[src/rtl/f2h_pkg.sv]
// Shared types and constants for the single- to half-precision float converter.
package f2h_pkg;

   localparam int FLOAT_W = 32;
   localparam int HALF_W  = 16;

   typedef logic [FLOAT_W-1:0] float_type;
   typedef logic [HALF_W-1:0]  half_type;

   typedef struct packed {
      half_type half_bits;
      logic     overflow_flag;
   } result_type;

   // Half infinity magnitude, exponent all ones
   localparam logic [14:0] HALF_INF      = 15'h7c00;
   // Rounding increment below the kept fraction bits
   localparam logic [23:0] RND_BELOW     = 24'h000fff;
   localparam logic [23:0] HIDDEN_BIT    = 24'h800000;
   // Float exponent bias minus half exponent bias (127 - 15)
   localparam logic [7:0]  EXP_REBIAS    = 8'd112;
   // Subnormal shift is 14 - e = 126 - biased exponent
   localparam logic [7:0]  SUB_SHIFT_TOP = 8'd126;

   localparam logic [7:0]  EXP_SUB_LO    = 8'd102;
   localparam logic [7:0]  EXP_SUB_HI    = 8'd112;
   localparam logic [7:0]  EXP_NORM_LO   = 8'd113;
   localparam logic [7:0]  EXP_NORM_HI   = 8'd141;
   localparam logic [7:0]  EXP_TOP       = 8'd142;
   localparam logic [7:0]  EXP_BIG_HI    = 8'd254;
   localparam logic [7:0]  EXP_SPECIAL   = 8'd255;
   localparam logic [4:0]  HALF_EXP_TOP  = 5'd30;

endpackage

[src/rtl/f2h_if.sv]
// Valid/ready channel interfaces for float words in and half words out.
interface f2h_req_if;
   import f2h_pkg::*;

   logic      valid;
   logic      ready;
   float_type float_bits;

   modport source (output valid, output float_bits, input ready);
   modport sink   (input valid, input float_bits, output ready);
endinterface

interface f2h_rsp_if;
   import f2h_pkg::*;

   logic     valid;
   logic     ready;
   half_type half_bits;
   logic     overflow_flag;

   modport source (output valid, output half_bits, output overflow_flag, input ready);
   modport sink   (input valid, input half_bits, input overflow_flag, output ready);
endinterface

[src/rtl/f2h_conv.sv]
// Combinational binary32 to binary16 conversion with rounding and overflow detect.
module f2h_conv (
   input  f2h_pkg::float_type  float_bits,
   output f2h_pkg::result_type result
);
   import f2h_pkg::*;

   logic        sign;
   logic [7:0]  bexp;
   logic [22:0] frac;
   logic [7:0]  e_full;
   logic [10:0] norm_m;
   logic [14:0] norm_mag;
   logic [7:0]  t_full;
   logic [4:0]  t;
   logic [24:0] sig;
   logic [24:0] sub_a;
   logic        sub_b;
   logic [24:0] sub_sum;
   logic [24:0] sub_shifted;
   logic [23:0] top_sum;
   logic [9:0]  nan_m;
   logic [14:0] mag;
   logic        ovf;

   assign sign   = float_bits[31];
   assign bexp   = float_bits[30:23];
   assign frac   = float_bits[22:0];

   // Plain normal: round on fraction bit 12, ties away from zero
   assign e_full   = bexp - EXP_REBIAS;
   assign norm_m   = {1'b0, frac[22:13]} + {10'b0, frac[12]};
   assign norm_mag = {e_full[4:0], 10'b0} + {4'b0, norm_m};

   // Half subnormal: shift significand right by t, ties to even
   assign t_full      = SUB_SHIFT_TOP - bexp;
   assign t           = t_full[4:0];
   assign sig         = {1'b0, HIDDEN_BIT | {1'b0, frac}};
   assign sub_a       = (25'd1 << (t - 5'd1)) - 25'd1;
   assign sub_b       = sig[t];
   assign sub_sum     = sig + sub_a + {24'b0, sub_b};
   assign sub_shifted = sub_sum >> t;

   // Top exponent: ties to even, carry into the hidden bit overflows
   assign top_sum = {1'b0, frac} + RND_BELOW + {23'b0, frac[13]};

   assign nan_m = frac[22:13];

   always_comb begin
      mag = 15'b0;
      ovf = 1'b0;
      case (bexp) inside
         [EXP_SUB_LO:EXP_SUB_HI]: begin
            mag = sub_shifted[14:0];
         end
         [EXP_NORM_LO:EXP_NORM_HI]: begin
            mag = norm_mag;
         end
         [EXP_TOP:EXP_BIG_HI]: begin
            if (bexp == EXP_TOP && !top_sum[23]) begin
               mag = {HALF_EXP_TOP, top_sum[22:13]};
            end else begin
               mag = HALF_INF;
               ovf = 1'b1;
            end
         end
         EXP_SPECIAL: begin
            if (frac == 23'b0) begin
               mag = HALF_INF;
            end else begin
               // keep NaN a NaN when the top fraction bits are all zero
               mag = HALF_INF | {5'b0, nan_m | {9'b0, nan_m == 10'b0}};
            end
         end
         default: begin
            mag = 15'b0;
         end
      endcase
   end

   assign result.half_bits     = {sign, mag};
   assign result.overflow_flag = ovf;

endmodule

[src/rtl/float32_to_float16.sv]
// An accepted word goes through input register, conversion logic, output register.
// Throughput: one word per cycle while the response side does not stall.
// The input stage takes one more word while a finished response waits to be taken.
// Backpressure stalls both stages; req ready depends on rsp ready and stage occupancy.
// Reset (synchronous, active high) empties both stages; payload registers are not reset.
module float32_to_float16 (
   input logic      clock,
   input logic      reset,
   f2h_req_if.sink   req_chan,
   f2h_rsp_if.source rsp_chan
);
   import f2h_pkg::*;

   logic       in_valid_ff;
   logic       in_valid_in;
   float_type  in_bits_ff;
   logic       out_valid_ff;
   logic       out_valid_in;
   result_type out_res_ff;
   result_type conv_res;
   logic       out_load;
   logic       in_load;

   f2h_conv u_conv (
      .float_bits (in_bits_ff),
      .result     (conv_res)
   );

   // Output stage takes a new word when empty or being drained
   assign out_load = !out_valid_ff || rsp_chan.ready;
   assign req_chan.ready = !in_valid_ff || out_load;
   assign in_load = req_chan.valid && req_chan.ready;

   assign in_valid_in  = in_load || (in_valid_ff && !out_load);
   assign out_valid_in = out_load ? in_valid_ff : out_valid_ff;

   always_ff @(posedge clock) begin
      if (reset) begin
         in_valid_ff  <= 1'b0;
         out_valid_ff <= 1'b0;
      end else begin
         in_valid_ff  <= in_valid_in;
         out_valid_ff <= out_valid_in;
      end
   end

   always_ff @(posedge clock) begin
      if (in_load) begin
         in_bits_ff <= req_chan.float_bits;
      end
      if (out_load && in_valid_ff) begin
         out_res_ff <= conv_res;
      end
   end

   assign rsp_chan.valid         = out_valid_ff;
   assign rsp_chan.half_bits     = out_res_ff.half_bits;
   assign rsp_chan.overflow_flag = out_res_ff.overflow_flag;

   // A word in the input stage moves on whenever the output stage loads
   a_advance: assert property (@(posedge clock) disable iff (reset)
      in_valid_ff && out_load |=> out_valid_ff)
      else $error("input stage word not advanced to output stage");

   // A blocked input-stage word holds its bits
   a_hold: assert property (@(posedge clock) disable iff (reset)
      in_valid_ff && !out_load |=> in_valid_ff && $stable(in_bits_ff))
      else $error("blocked input stage word lost or changed");

   // Overflow only ever comes with a signed infinity
   a_ovf_inf: assert property (@(posedge clock) disable iff (reset)
      rsp_chan.valid && rsp_chan.overflow_flag |-> rsp_chan.half_bits[14:0] == HALF_INF)
      else $error("overflow flag without infinity");

endmodule

[src/flat_wrapper.sv]
// flat-port wrapper written by rule: the top's interface ports become plain ports
module float32_to_float16_flat import f2h_pkg::*;
  (clock, reset, req_chan_valid, req_chan_float_bits, req_chan_ready, rsp_chan_valid, rsp_chan_half_bits, rsp_chan_overflow_flag, rsp_chan_ready);
  f2h_req_if req_chan_i ();
  f2h_rsp_if rsp_chan_i ();
  input logic clock;
  input logic reset;
  input wire logic [$bits(req_chan_i.valid)-1:0] req_chan_valid;
  input wire logic [$bits(req_chan_i.float_bits)-1:0] req_chan_float_bits;
  output wire logic [$bits(req_chan_i.ready)-1:0] req_chan_ready;
  output wire logic [$bits(rsp_chan_i.valid)-1:0] rsp_chan_valid;
  output wire logic [$bits(rsp_chan_i.half_bits)-1:0] rsp_chan_half_bits;
  output wire logic [$bits(rsp_chan_i.overflow_flag)-1:0] rsp_chan_overflow_flag;
  input wire logic [$bits(rsp_chan_i.ready)-1:0] rsp_chan_ready;
  assign req_chan_i.valid = req_chan_valid;
  assign req_chan_i.float_bits = req_chan_float_bits;
  assign req_chan_ready = req_chan_i.ready;
  assign rsp_chan_valid = rsp_chan_i.valid;
  assign rsp_chan_half_bits = rsp_chan_i.half_bits;
  assign rsp_chan_overflow_flag = rsp_chan_i.overflow_flag;
  assign rsp_chan_i.ready = rsp_chan_ready;
  float32_to_float16 u_core (.clock(clock), .reset(reset), .req_chan(req_chan_i), .rsp_chan(rsp_chan_i));
endmodule
[config.mk]
export PLATFORM = sky130hd
export DESIGN_NAME = float32_to_float16_flat
export DESIGN_NICKNAME = d
export VERILOG_FILES = /design/src/rtl/f2h_pkg.sv /design/src/rtl/f2h_if.sv /design/src/rtl/f2h_conv.sv /design/src/rtl/float32_to_float16.sv /design/src/flat_wrapper.sv
export SDC_FILE = /design/constraint.sdc
export NUM_CORES = 1
export LEC_CHECK = 0
export ABC_AREA = 1
export BUFFER_PORTS_ARGS = -buffer_cell sky130_fd_sc_hd__buf_2
export CAP_MARGIN = 10
export CORE_ASPECT_RATIO = 0.75
export CORE_MARGIN = 10
export CORE_UTILIZATION = 50
export CTS_BUF_LIST = sky130_fd_sc_hd__clkbuf_8
export DETAILED_ROUTE_END_ITERATION = 6
export PLACE_DENSITY = 0.71
export SETUP_SLACK_MARGIN = 0.3
export SYNTH_ARGS = -nofsm -noshare
export SYNTH_HDL_FRONTEND = slang
export SYNTH_SLANG_ARGS = --single-unit
[constraint.sdc]
create_clock -name clock -period 4.2 [get_ports clock]
set_input_delay 0 -clock clock [delete_from_list [all_inputs] [get_ports clock]]
set_output_delay 0 -clock clock [all_outputs]
set_load 0.01 [all_outputs]
Yosys cells after proc, flatten, opt, wreduce, memory -nomap -nowiden

Index checks and enable logic that the tools add are counted.

Mux-type cells: 9
Reductions and logical operators: 17
Multiply operators: 0
Bitwise operators: 2
Add/subtract/negate cells: 10
Shift operators: 2
Divide/modulo/power cells: 0
Magnitude comparators: 7
Equality and inequality tests: 2

Operators with widths:

| kind                   | count |
|---|---|
| $mux 15                | 4 |
| $add 24x25->25         | 1 |
| $add 25x1->25          | 1 |
| $shl 1x5->25 const A   | 1 |
| $shr 25x5->15          | 1 |
| $sub 25x1->25 const B  | 1 |
| $add 23x12->24 const B | 1 |
| $add 24x1->24          | 1 |
| $logic_not 23->1       | 1 |
| $eq 8x8->1 const B     | 2 |
| $ge 8x7->1 const B     | 2 |
| $le 8x8->1 const B     | 2 |
| $add 15x11->15         | 1 |
| $add 10x1->11          | 1 |
| $mux 11                | 1 |
| $logic_not 10->1       | 1 |
| $mux 10                | 1 |
| $or 10x1->10           | 1 |
| $ge 8x8->1 const B     | 1 |
| $le 8x7->1 const B     | 1 |
| $logic_and 1x1->1      | 7 |
| $lt 5x6->1 const B     | 1 |
| $bmux 1 s5             | 1 |
| $sub 5x1->5 const B    | 1 |
| other kinds (7)        | 13 |

Output and inout bits: 19
Logic and storage cells: 54
Bits in registers: 51
Memories kept: 0
Bits in writable memories: 0
ROM bits: 0
Latch bits: 0
Bits of input ports: 36

Longest topological paths before layout

Gate-level depths: netlist (run 1).

Depth in word-level cells: 8
Gate-level depth with buffers: 33
Gate-level depth less buffers: 33

Hierarchy

Synthesis (run 1) repeated with hierarchy kept, for this count alone.

Cell total of the unflattened synthesis: 1037
Area total of the unflattened synthesis: 6542.5 µm²

By module, submodules not included:

| module             | times used | cells each | area each (µm²) | seq. area each (µm²) |
|---|---|---|---|---|
| f2h_conv           | 1          | 976        | 4979.8          | 0.0 |
| float32_to_float16 | 1          | 61         | 1562.7          | 1511.4 |

Worst setup path before layout (run 1)

OpenSTA, ideal clock, no wires.

Kind: reg-to-reg
Start: register u_core.in_bits_ff[23]
End: register u_core.out_res_ff (netlist bit u_core.rsp_chan.half_bits[0]) (data pin)
Data arrival time: 4.311 ns
Path buffers: 3
Library setup time: 0.264 ns
Slack: -0.374 ns
Stages on the path, launching flop included: 31
Clock period less this slack: 4.574 ns
Path through: edfxtp_1 > inv_2 > clkbuf_1 > buf_2 > ha_1 > inv_1 > buf_1 > a21oi_1 > o21ai_0 > a21oi_1 > a21oi_1 > a21oi_1 > a31oi_1 > ha_1 > inv_1 > ha_1 > fa_1 > nand2_1 > nand3_1 > nand3_1 > nand2_1 > xor2_1 > or2_2 > nand2_1 > nand2_1 > nand2_1 > nand2_1 > nand2_1 > nor2_1 > o21ai_0 > nand3_1

RTL lines:

| what                   | RTL line                 | text |
|---|---|---|
| from (decl)            | float32_to_float16.sv:16 | `float_type in_bits_ff;` |
| from (signal assigned) | float32_to_float16.sv:49 | `in_bits_ff <= req_chan.float_bits;` |
| to (signal assigned)   | float32_to_float16.sv:52 | `out_res_ff <= conv_res;` |
| to (decl)              | float32_to_float16.sv:19 | `result_type out_res_ff;` |

==> flow_summary.json, run 1 <==
{
  "syn_inst": 1045,
  "hold_path_class": "in -> reg",
  "peakVddDrop_mv": 0.1905,
  "violations": "setup timing",
  "via_count": 7936,
  "post-route-util_pct": 75.82,
  "tightest_slew_ns": 0.9197,
  "cts_tree": "done",
  "grt_usage_pct": 27.09,
  "async_flop_share_pct": 0,
  "postSynthAreaPerCell_sq_um": 6.195,
  "fin_crit_sh_pct": 102.9,
  "cts-root-buf": "clkbuf_8",
  "vias_per_cell": 5.644,
  "clock-sinks": 51,
  "fin_setup_tns_ns": -1.082,
  "n_fill_cell": 950,
  "endpoint_kind": "register",
  "yosysUniqueCellTypes": 40,
  "io_pins": 55,
  "fin_hold_ws_ns": 0.1908,
  "num_antenna_cells": 0,
  "wl_per_cell_um": 18.31,
  "dp_slack_ns": -0.3960,
  "setup_ws_ns": -0.1231,
  "drtPass1Iterations": 7,
  "post-route-drc-count": 0,
  "grt_pass1_wl_um": 39230,
  "finalHoldViolCount": 0,
  "clock_latency_ns": 0.33,
  "crit_path_start_kind": "register",
  "drive_gt1_share_pct": 35.56,
  "drt_iter0_markers": 1151,
  "crit_top_cell": "nand3_1",
  "clock_path_buffers": 2,
  "leakagePower_nw": 4.543,
  "cpMaxStageDelayCell": "edfxtp_1",
  "antenna_found_initial": 0,
  "port_buffers": 54,
  "period_needed_ns": 4.323,
  "rsz0062_at_grt": "true",
  "die-area_sq_mm": 0.01795,
  "synth_ff_type": "edfxtp_1",
  "core_sq_mm": 0.01248,
  "critical_path_required_ns": 4.27,
  "die_h_um": 118.5,
  "ant_nets": 0,
  "crit_type": "reg -> reg",
  "grt_pass1_vias": 7660,
  "path_clk_slew_ns": 0.11,
  "ys_seq_area_share_pct": 23.35,
  "grt_max_degree": 41,
  "skew_ns": 0.01140,
  "syn2layout_area_growth_pct": 46.17,
  "wirelength_um": 25750,
  "fmax_mhz": 231.3,
  "powerDensity_mw_per_mm2": 263.0,
  "syn-num-nets": 1139,
  "status": "complete, but fails checks",
  "syn_area_sq_mm": 0.006474,
  "cts_buffers": 5,
  "std_cell_rows": 35,
  "maxCapViolCount": 0,
  "place.gp.congestion": 1.038,
  "slew_headroom_pct": 38.46,
  "yosysWarningCount": 0,
  "critPathMaxFanout": 8,
  "initial_utilization_pct": 51.87,
  "nets": 1333,
  "htreeDepth": 2,
  "totalPowerFinal_mw": 2.489,
  "critPathArrivalTime_ns": 4.39,
  "synth-seq-cells": 51,
  "dieWidth_um": 151.4,
  "setup_viol": 15,
  "cpPeakStageDelay_ns": 0.52,
  "grt.overflow.total": 0,
  "dp_hpwl_um": 18350,
  "synth_edf_count": 49,
  "drv_slew": 0
}
## power by group
| part | internal [mW] | switching, mW | leakage [nW] | total (mW) |
|---|---|---|---|---|
| registers | 0.597 | 0.0244 | 0.493 | 0.622 |
| clock network | 0.121 | 0.184 | 0.0461 | 0.305 |
| logic | 0.634 | 0.928 | 4.00 | 1.56 |
| total | 1.35 | 1.14 | 4.54 | 2.49 |
## path summary, 6_finish.rpt
kind / start / end / slack (ns) / cells after the start
max reg2reg: u_core.in_bits_ff[24]$_DFFE_PP_ / u_core.rsp_chan.half_bits[14]$_DFFE_PP_ / -0.12 / 30
min: req_chan_valid / u_core.in_bits_ff[19]$_DFFE_PP_ / 0.19 / 3
max: u_core.in_bits_ff[24]$_DFFE_PP_ / u_core.rsp_chan.half_bits[14]$_DFFE_PP_ / -0.12 / 30
min reg2reg: u_core.in_bits_ff[31]$_DFFE_PP_ / u_core.rsp_chan.half_bits[15]$_DFFE_PP_ / 0.44 / 0
## routing by layer
| layer | GRT usage, % | vias up | share of wire [%] |
|---|---|---|---|
| met1 | 38.15 | 3627 | 43 |
| met2 | 40.56 | 474 | 44 |
| li1 | - | 3789 | - |
| met5 | 0 | - | 0 |
| met4 | 5.822 | 0 | 1.8 |
| met3 | 6.748 | 46 | 12 |
## sequential cells by signal, summed over array words and instances (netlist names)
| register | cells |
|---|---|
| u_core.in_valid_ff | 1 |
| u_core.rsp_chan.valid | 1 |
| u_core.rsp_chan.half_bits | 16 |
| u_core.rsp_chan.overflow_flag | 1 |
| u_core.in_bits_ff | 32 |
## placed cells by master (no fill, tap or decap), types with 14 or more instances in the layout
master           n
buf_2           54
nor3_1          18
nand2_1        245
ha_4            27
nor2_1          46
nand2_2         74
buf_4          110
inv_1          146
nand3_1        102
xor2_1          14
o21ai_0         27
nor2_2          20
edfxtp_1        49
a21oi_1         32
nand3_2         48
ha_1            26
dlygate4sd3_1   35
inv_2           24
## synth_stat cells, types with 5 or more instances
| master | count | area, sq um |
|---|---|---|
| nand2_1 | 327 | 1227 |
| inv_1 | 168 | 630.6 |
| nand3_1 | 152 | 760.7 |
| nor2_1 | 70 | 262.8 |
| ha_1 | 57 | 713.2 |
| edfxtp_1 | 49 | 1471 |
| a21oi_1 | 46 | 230.2 |
| o21ai_0 | 38 | 190.2 |
| nor3_1 | 20 | 100.1 |
| xor2_1 | 19 | 166.4 |
| clkbuf_1 | 12 | 45.04 |
| buf_2 | 10 | 50.05 |
| o211ai_1 | 10 | 75.07 |
| nand4_1 | 9 | 56.30 |
| o21bai_1 | 7 | 52.55 |
| o311ai_0 | 5 | 43.79 |
## critical path: cells and delay by family, from the launching register on
kind	cells	cell delay, ns
adder cells (fa/ha/maj)	4	1.15
buffers and inverters	5	0.46
flip-flops	1	0.52
AO/OA/AOI/OAI	4	0.48
AND/OR/NAND/NOR	17	1.44
## cells by family (layout without fill, tap and decap cells)
kind of cell / Yosys count / in the layout / synth area share [%]
fa+ha+maj: 58 / 58 / 11.33
mux: 1 / 1 / 0.1546
flops: 51 / 51 / 23.35
simple gates: 598 / 598 / 39.56
buf+inv: 198 / 393 / 11.79
compound gates: 114 / 114 / 9.915
xor+xnor: 25 / 25 / 3.904
## metrics by stage
stage	area [sq um]	instances
floorplan	6560	1045
global placement	7689	1346
detailed placement	7689	1346
CTS	9021	1400
global route	9463	1406
finish	9463	1406
## layout make-up
type	instances	area [sq um]	area share [%]
Multi-Input combinational cell	796	5358	56.62
Timing Repair Buffer	213	1643	17.36
Sequential cell	51	1511	15.97
Inverter	172	650.6	6.876
Tap cell	166	207.7	2.195
Clock buffer	5	68.82	0.7272
Clock inverter	3	23.77	0.2512
## timing repair
item / 4_1_cts / 5_1_grt
gates cloned: 0 / 1
endpoints found under the setup margin: 15 / 15
buffers inserted: 11 / 4
hold buffers: 35 / 0
pin swaps: 71 / 45
endpoints found under the hold margin: 34 / 0
resized for setup: 177 / 98
Power figures use the tool's default switching activity.
==> inputs of run 2 (changes only) <==
--- a/config.mk
+++ b/config.mk
@@ -14,6 +14,7 @@
 export CTS_BUF_LIST = sky130_fd_sc_hd__clkbuf_8
 export DETAILED_ROUTE_END_ITERATION = 6
 export PLACE_DENSITY = 0.71
+export REMOVE_ABC_BUFFERS = 1
 export SETUP_SLACK_MARGIN = 0.3
 export SYNTH_ARGS = -nofsm -noshare
 export SYNTH_HDL_FRONTEND = slang
==> run 2 against run 1 <==
  * The flow still finishes with violations (setup timing)
  * Flip-flop and latch count is the same
  * Sequential power is essentially flat
  * Critical path type unchanged
  * Critical path depth is the same
  * Hold slack lost 0.12 ns
  * Die area is the same
  * First-iteration DRC count shrank 23%
  * Combinational power shrank 6%
  * Clock-buffer cell count is the same
  * Wire length shrank 5.1%
  * Largest cell class unchanged
  * Total power shrank 4.7%
  * Design area shrank 3.8%
==> flow_summary.json, run 2 (same netlist as run 1, synthesis figures left out) <==
{
  "clock_latency_ns": 0.32,
  "leakagePower_nw": 4.449,
  "grt_pass1_vias": 7476,
  "crit_start": "u_core.in_bits_ff[23]$_DFFE_PP_",
  "fin_hold_ws_ns": 0.06674,
  "status": "complete, but fails checks",
  "fmax_mhz": 235.1,
  "crit_top_cell": "nand2_1",
  "drv_slew": 0,
  "wl_per_cell_um": 17.44,
  "syn2layout_area_growth_pct": 40.63,
  "crit_type": "reg -> reg",
  "cts_tree": "done",
  "violations": "setup timing",
  "placed_cells": 1344,
  "finalHoldViolCount": 0,
  "maxCapViolCount": 0,
  "dp_hpwl_um": 18460,
  "port_buffers": 54,
  "drtPass1Iterations": 6,
  "critPathMaxFanout": 6,
  "rsz0062_at_grt": "true",
  "skew_ns": 0.007420,
  "clock-sinks": 51,
  "place.gp.congestion": 1.006,
  "r2r_start": "u_core.in_bits_ff[23]$_DFFE_PP_",
  "critical_path_required_ns": 4.37,
  "setup_ws_ns": -0.05381,
  "largest_reg_flops": 32,
  "drt_iter0_markers": 888,
  "grt_pass1_wl_um": 38260,
  "initial_utilization_pct": 51.87,
  "grt.overflow.total": 0,
  "clock_path_buffers": 2,
  "die_h_um": 118.5,
  "cts-root-buf": "clkbuf_8",
  "totalPowerFinal_mw": 2.372,
  "largest-register": "u_core.in_bits_ff",
  "cpMaxStageDelayCell": "edfxtp_1",
  "endpoint_kind": "register",
  "nets": 1327,
  "via_count": 7809,
  "grt_max_degree": 41,
  "hold_path_class": "in -> reg",
  "dieWidth_um": 151.4,
  "period_needed_ns": 4.254,
  "worstHoldStart": "rsp_chan_ready",
  "std_cell_rows": 35,
  "peakVddDrop_mv": 0.2016,
  "path_clk_slew_ns": 0.10,
  "powerDensity_mw_per_mm2": 260.6,
  "grt_usage_pct": 26.28,
  "fin_cells": 1401,
  "antenna_found_initial": 1,
  "io_pins": 55,
  "mostFrequentLayoutCell": "nand2_1",
  "post-route-drc-count": 0,
  "htreeDepth": 2,
  "vias_per_cell": 5.574,
  "die-area_sq_mm": 0.01795,
  "setup_viol": 2,
  "worst-path-buf-inv": 7,
  "ant_nets": 0,
  "drive_gt1_share_pct": 30.39,
  "fin_crit_sh_pct": 101.3,
  "tightest_slew_ns": 0.9064,
  "crit_path_start_kind": "register",
  "core_sq_mm": 0.01248,
  "cts_buffers": 5,
  "cpPeakStageDelay_ns": 0.48,
  "final_cell_mix": "271 x nand2_1, 157 x inv_1, 121 x nand3_1",
  "critPathArrivalTime_ns": 4.43,
  "crit_family": "simple AND/OR/NAND/NOR gates",
  "slew_headroom_pct": 39.11,
  "wirelength_um": 24430
}
==> run 2: cell types whose count changed in the layout (fill, tap and decap cells not counted), sizes merged <==
cell / change
clkbuf: -1
clkinvlp: -1
buf: -5
diode: +1
clkinv: +1
==> run 2: worst paths after layout <==
kind / to / slack (ns) / depth (start not counted)
worst max-delay path: u_core.rsp_chan.half_bits[10]$_DFFE_PP_ / -0.05 / 30
worst min-delay path: u_core.in_valid_ff$_SDFF_PP0_ / 0.07 / 4
worst max register to register: u_core.rsp_chan.half_bits[10]$_DFFE_PP_ / -0.05 / 30
worst min register to register: u_core.rsp_chan.half_bits[15]$_DFFE_PP_ / 0.43 / 0
==> run 2: routing by layer <==
layer | part of all wire, % | global-route usage (%) | vias to the layer above
met5 | 0 | 0 | -
met4 | 1.9 | 6.182 | 0
met3 | 11 | 6.443 | 47
met2 | 43 | 38.80 | 421
met1 | 44 | 37.35 | 3571
li1 | - | - | 3770
==> run 2: worst min-delay path, delay by kind of cell <==
kind,cells,cell delay (ns)
AO/OA/AOI/OAI,1,0.09
AND/OR/NAND/NOR,1,0.12
buffers and inverters,2,0.13
==> run 2: power by group <==
| part | switching, mW | internal, mW |
|---|---|---|
| Clock | 0.176 | 0.115 |
| Combinational | 0.872 | 0.589 |
| Sequential | 0.0225 | 0.597 |
| Total | 1.07 | 1.30 |
==> run 2: area by class of cell <==
| cell class | instances | area [sq um] |
|---|---|---|
| repair buffers | 207 | 1583 |
| fillers | 1024 | 3377 |
| inverters | 172 | 648.1 |
| well taps | 166 | 207.7 |
| clock inverters | 3 | 16.27 |
| flip-flops and latches | 51 | 1511 |
| clock buffers | 5 | 68.82 |
| multi-input cells | 796 | 5066 |
| diodes | 1 | 2.502 |
==> run 2: stage by stage <==
step           cell area, sq um   TNS, ns  setup WS [ns]  utilization (%)
6_report                   9104  -0.09657       -0.05381            72.94
5_1_grt                    9101    -3.902        -0.2910            72.92
4_1_cts                    8733         0        0.09455            69.97
3_5_place_dp               7622    -2.822        -0.3013            61.07
3_3_place_gp               7622    -1.577        -0.2243            61.07
2_1_floorplan              6356    -25.14         -1.814                -
==> run 2: timing repair <==
action	4_1_cts	5_1_grt
pin swaps	31	32
gates resized for setup	128	91
hold buffers	35	0
cloned	0	0
setup endpoints to repair	15	15
hold endpoints to repair	34	0
setup buffers	8	4
==> inputs of run 3 (changes only) <==
--- a/config.mk
+++ b/config.mk
@@ -18,4 +18,5 @@
 export SETUP_SLACK_MARGIN = 0.3
 export SYNTH_ARGS = -nofsm -noshare
 export SYNTH_HDL_FRONTEND = slang
+export SYNTH_HIERARCHICAL = 1
 export SYNTH_SLANG_ARGS = --single-unit
==> run 3 against run 2 <==
  * The run still ends with setup timing left
  * Critical path depth shrank 7
  * Clock power grew 6%
  * Maximum frequency shrank 2.3%
  * Total power grew 6.6%
  * Design area grew 8.0%
  * Register-to-register slack lost 0.10 ns
  * Sequential power is essentially flat
  * Global-route usage shrank 0.16 points
  * Hold slack gained 0.31 ns
  * Via count grew 3.0%
  * Die area grew 0.90%
  * Setup slack lost 0.10 ns
==> flow_summary.json, run 3 <==
{
  "status": "complete, but fails checks",
  "violations": "setup timing",
  "seqPwrFrac_pct": 24.4,
  "period_needed_ns": 4.355,
  "tightest_slew_ns": 1.185,
  "setup_viol": 15,
  "maxCapViolCount": 0,
  "drv_slew": 0,
  "hold_depth": 2,
  "dieWidth_um": 152.1,
  "io_pins": 55,
  "die_h_um": 119.1,
  "switching_share_pct": 46.16,
  "synth-seq-cells": 51,
  "ys_seq_area_share_pct": 23.10,
  "yosysWarningCount": 6,
  "fin_hold_ws_ns": 0.3750,
  "synth_top_cell_by_area": "edfxtp_1",
  "hold_path_class": "in -> reg",
  "drtPass1Iterations": 6,
  "yosysMostFrequentCell": "nand2_1",
  "ant_nets": 0,
  "fin_cells": 1414,
  "vias_per_cell": 5.689,
  "yosysUniqueCellTypes": 49,
  "post-route-drc-count": 0,
  "setup_ws_ns": -0.1549,
  "worst-path-buf-inv": 4,
  "p_switching_mw": 1.167,
  "htreeDepth": 2,
  "synth_edf_count": 49,
  "fin_setup_tns_ns": -1.574,
  "clock_latency_ns": 0.33,
  "fin_crit_sh_pct": 103.7,
  "syn_area_sq_mm": 0.006543,
  "clock-sinks": 51,
  "initial_utilization_pct": 50.79,
  "post-route-util_pct": 76.34,
  "drive_gt1_share_pct": 39.02,
  "skew_ns": 0.01218,
  "crit_chain": "ha_4 -> nand2_4 -> inv_4 -> nor2_4 -> buf_6 -> nand2_4 -> o22ai_2 -> o21ai_1 -> nand2_1 -> a21oi_2 -> ha_4 -> inv_1 -> ha_2 -> fa_2 -> nand2_2 -> nand3_2 -> and2_4 -> buf_4 -> xor2_1 -> mux2i_1 -> o221ai_1 -> o211ai_1 -> nand3_1",
  "port_buffers": 54,
  "reg2reg_depth": 23,
  "num_antenna_cells": 0,
  "grt_pass1_vias": 7346,
  "critPathArrivalTime_ns": 4.41,
  "critical_path_required_ns": 4.25,
  "clock_path_buffers": 2,
  "peakVddDrop_mv": 0.1919,
  "path_clk_slew_ns": 0.11,
  "r2r_end": "u_core/rsp_chan.half_bits[2]$_DFFE_PP_",
  "critPathMaxFanout": 6,
  "via_count": 8044,
  "leakagePower_nw": 4.729,
  "crit_type": "reg -> reg",
  "antenna_found_initial": 0,
  "pwr-share-comb_pct": 63.4,
  "finalHoldViolCount": 0,
  "r2r_slack_ns": -0.15,
  "grt_max_degree": 33,
  "finalInstanceArea_sq_mm": 0.009834,
  "cts-root-buf": "clkbuf_8",
  "powerDensity_mw_per_mm2": 257.1,
  "syn_inst": 1037,
  "r2r_start": "u_core/in_bits_ff[23]$_DFFE_PP_",
  "wirelength_um": 26840,
  "grt_pass1_wl_um": 39390,
  "cpPeakStageDelay_ns": 0.54,
  "slew_headroom_pct": 20.91,
  "place.gp.congestion": 0.9803,
  "worstHoldStart": "req_chan_float_bits[25]",
  "async_flop_share_pct": 0,
  "holdPathEnd": "u_core/in_bits_ff[25]$_DFFE_PP_",
  "synth_top_area_share_pct": 22.49,
  "intPower_mw": 1.362,
  "drt_iter0_markers": 961,
  "std_cell_rows": 36,
  "p_clk_share_pct": 12.2,
  "endpoint_kind": "register",
  "largest_reg_flops": 32,
  "postSynthAreaPerCell_sq_um": 6.309,
  "dp_slack_ns": -0.2317,
  "placed_cells": 1334,
  "wl_per_cell_um": 18.98,
  "cts_buffers": 5,
  "synthTopCellsByCount": "281 x nand2_1, 174 x inv_1, 153 x nand3_1",
  "syn2layout_area_growth_pct": 50.32,
  "crit_family": "adder cells",
  "largest-register": "u_core/in_bits_ff",
  "final_cell_mix": "203 x nand2_1, 150 x inv_1, 124 x buf_4",
  "nets": 1335,
  "core_sq_mm": 0.01288,
  "synth_ff_type": "edfxtp_1",
  "grt_usage_pct": 26.12,
  "postPlaceCellArea_sq_mm": 0.007655,
  "rsz0062_at_grt": "true",
  "cts_tree": "done",
  "fmax_mhz": 229.6,
  "synth_area_leaders": "edfxtp_1 22%, nand2_1 16%, nand3_1 12%",
  "cpMaxStageDelayCell": "edfxtp_1",
  "crit_path_start_kind": "register",
  "dp_hpwl_um": 18350,
  "totalPowerFinal_mw": 2.529,
  "grt.overflow.total": 0,
  "n_fill_cell": 920,
  "die-area_sq_mm": 0.01811,
  "mostFrequentLayoutCell": "nand2_1"
}
[run 3: cell count changes in the layout (fill, tap and decap cells not counted), moves of 10 or more]
cell and change:
buf_4 +15, a21oi_2 -10, inv_2 +12, nand2_1 -68, nor2_4 +15, nand3_2 +20, a31oi_1 +12, nand2_2 +12
nand3_1 -22, nor2_1 -16, nand2_4 +15
[run 3: area by class of cell]
class | instances | area [sq um] | area share (%)
Inverter | 185 | 706.9 | 7.188
Sequential cell | 51 | 1511 | 15.37
Multi-Input combinational cell | 771 | 5562 | 56.55
Timing Repair Buffer | 228 | 1744 | 17.74
Clock buffer | 5 | 68.82 | 0.6997
Tap cell | 171 | 214.0 | 2.176
Clock inverter | 3 | 27.53 | 0.2799
[run 3: worst register-to-register path: stages (launching register included)]
cell      delay (ns)
edfxtp_1        0.54
ha_4            0.25
nand2_4         0.09
inv_4           0.05
nor2_4          0.15
buf_6           0.18
nand2_4         0.08
o22ai_2         0.15
o21ai_1         0.11
nand2_1         0.09
a21oi_2         0.07
ha_4            0.26
inv_1           0.03
ha_2            0.17
fa_2            0.38
nand2_2         0.08
nand3_2         0.07
and2_4          0.16
buf_4           0.13
xor2_1          0.16
mux2i_1         0.25
o221ai_1        0.23
o211ai_1        0.27
nand3_1         0.12
[run 3: cells by family (layout without fill, tap and decap cells)]
logic type / after synthesis / after routing / synth area share [%]
flops: 51 / 51 / 23.10
fa+ha+maj: 57 / 57 / 11.02
simple gates: 558 / 558 / 37.79
buf+inv: 215 / 421 / 12.76
xor+xnor: 25 / 25 / 3.748
mux: 1 / 1 / 0.1530
compound gates: 130 / 130 / 11.44
[run 3: timing repair]
action | CTS | global route
resized for setup | 168 | 170
pin swaps | 42 | 70
hold buffers | 35 | 0
endpoints found under the hold margin | 34 | 0
endpoints found under the setup margin | 15 | 15
gates cloned | 1 | 1
setup buffers | 18 | 17
[run 3: how the worst max path moves through the flow]
stage / endpoint / slack, ns / startpoint / cells past startpoint
global placement: u_core/rsp_chan.half_bits[13]$_DFFE_PP_ / -0.09 / u_core/in_bits_ff[24]$_DFFE_PP_ / 29
global route: u_core/rsp_chan.half_bits[13]$_DFFE_PP_ / -0.36 / u_core/in_bits_ff[23]$_DFFE_PP_ / 34
detailed placement: u_core/rsp_chan.half_bits[5]$_DFFE_PP_ / -0.23 / u_core/in_bits_ff[23]$_DFFE_PP_ / 26
CTS: u_core/rsp_chan.half_bits[6]$_DFFE_PP_ / 0.11 / u_core/in_bits_ff[23]$_DFFE_PP_ / 30
floorplan: u_core/rsp_chan.half_bits[10]$_DFFE_PP_ / -2.17 / u_core/in_bits_ff[23]$_DFFE_PP_ / 26
finish: u_core/rsp_chan.half_bits[2]$_DFFE_PP_ / -0.15 / u_core/in_bits_ff[23]$_DFFE_PP_ / 23
[run 3: power groups by stage]
stage	Combinational (mW)	Clock, mW	Sequential (mW)
after floorplan	0.684	0	0.632
after global placement	1.11	0	0.626
after detailed placement	1.12	0	0.626
after CTS	1.34	0.315	0.615
after global routing	1.71	0.336	0.621
final	1.60	0.308	0.618
[run 3: per-layer routing]
metal,vias to the layer above,global-route usage (%),part of all wire (%)
met4,0,6.423,3.2
met5,-,0,0
met3,79,4.315,10
met2,457,39.69,44
li1,3812,-,-
met1,3696,37.49,43
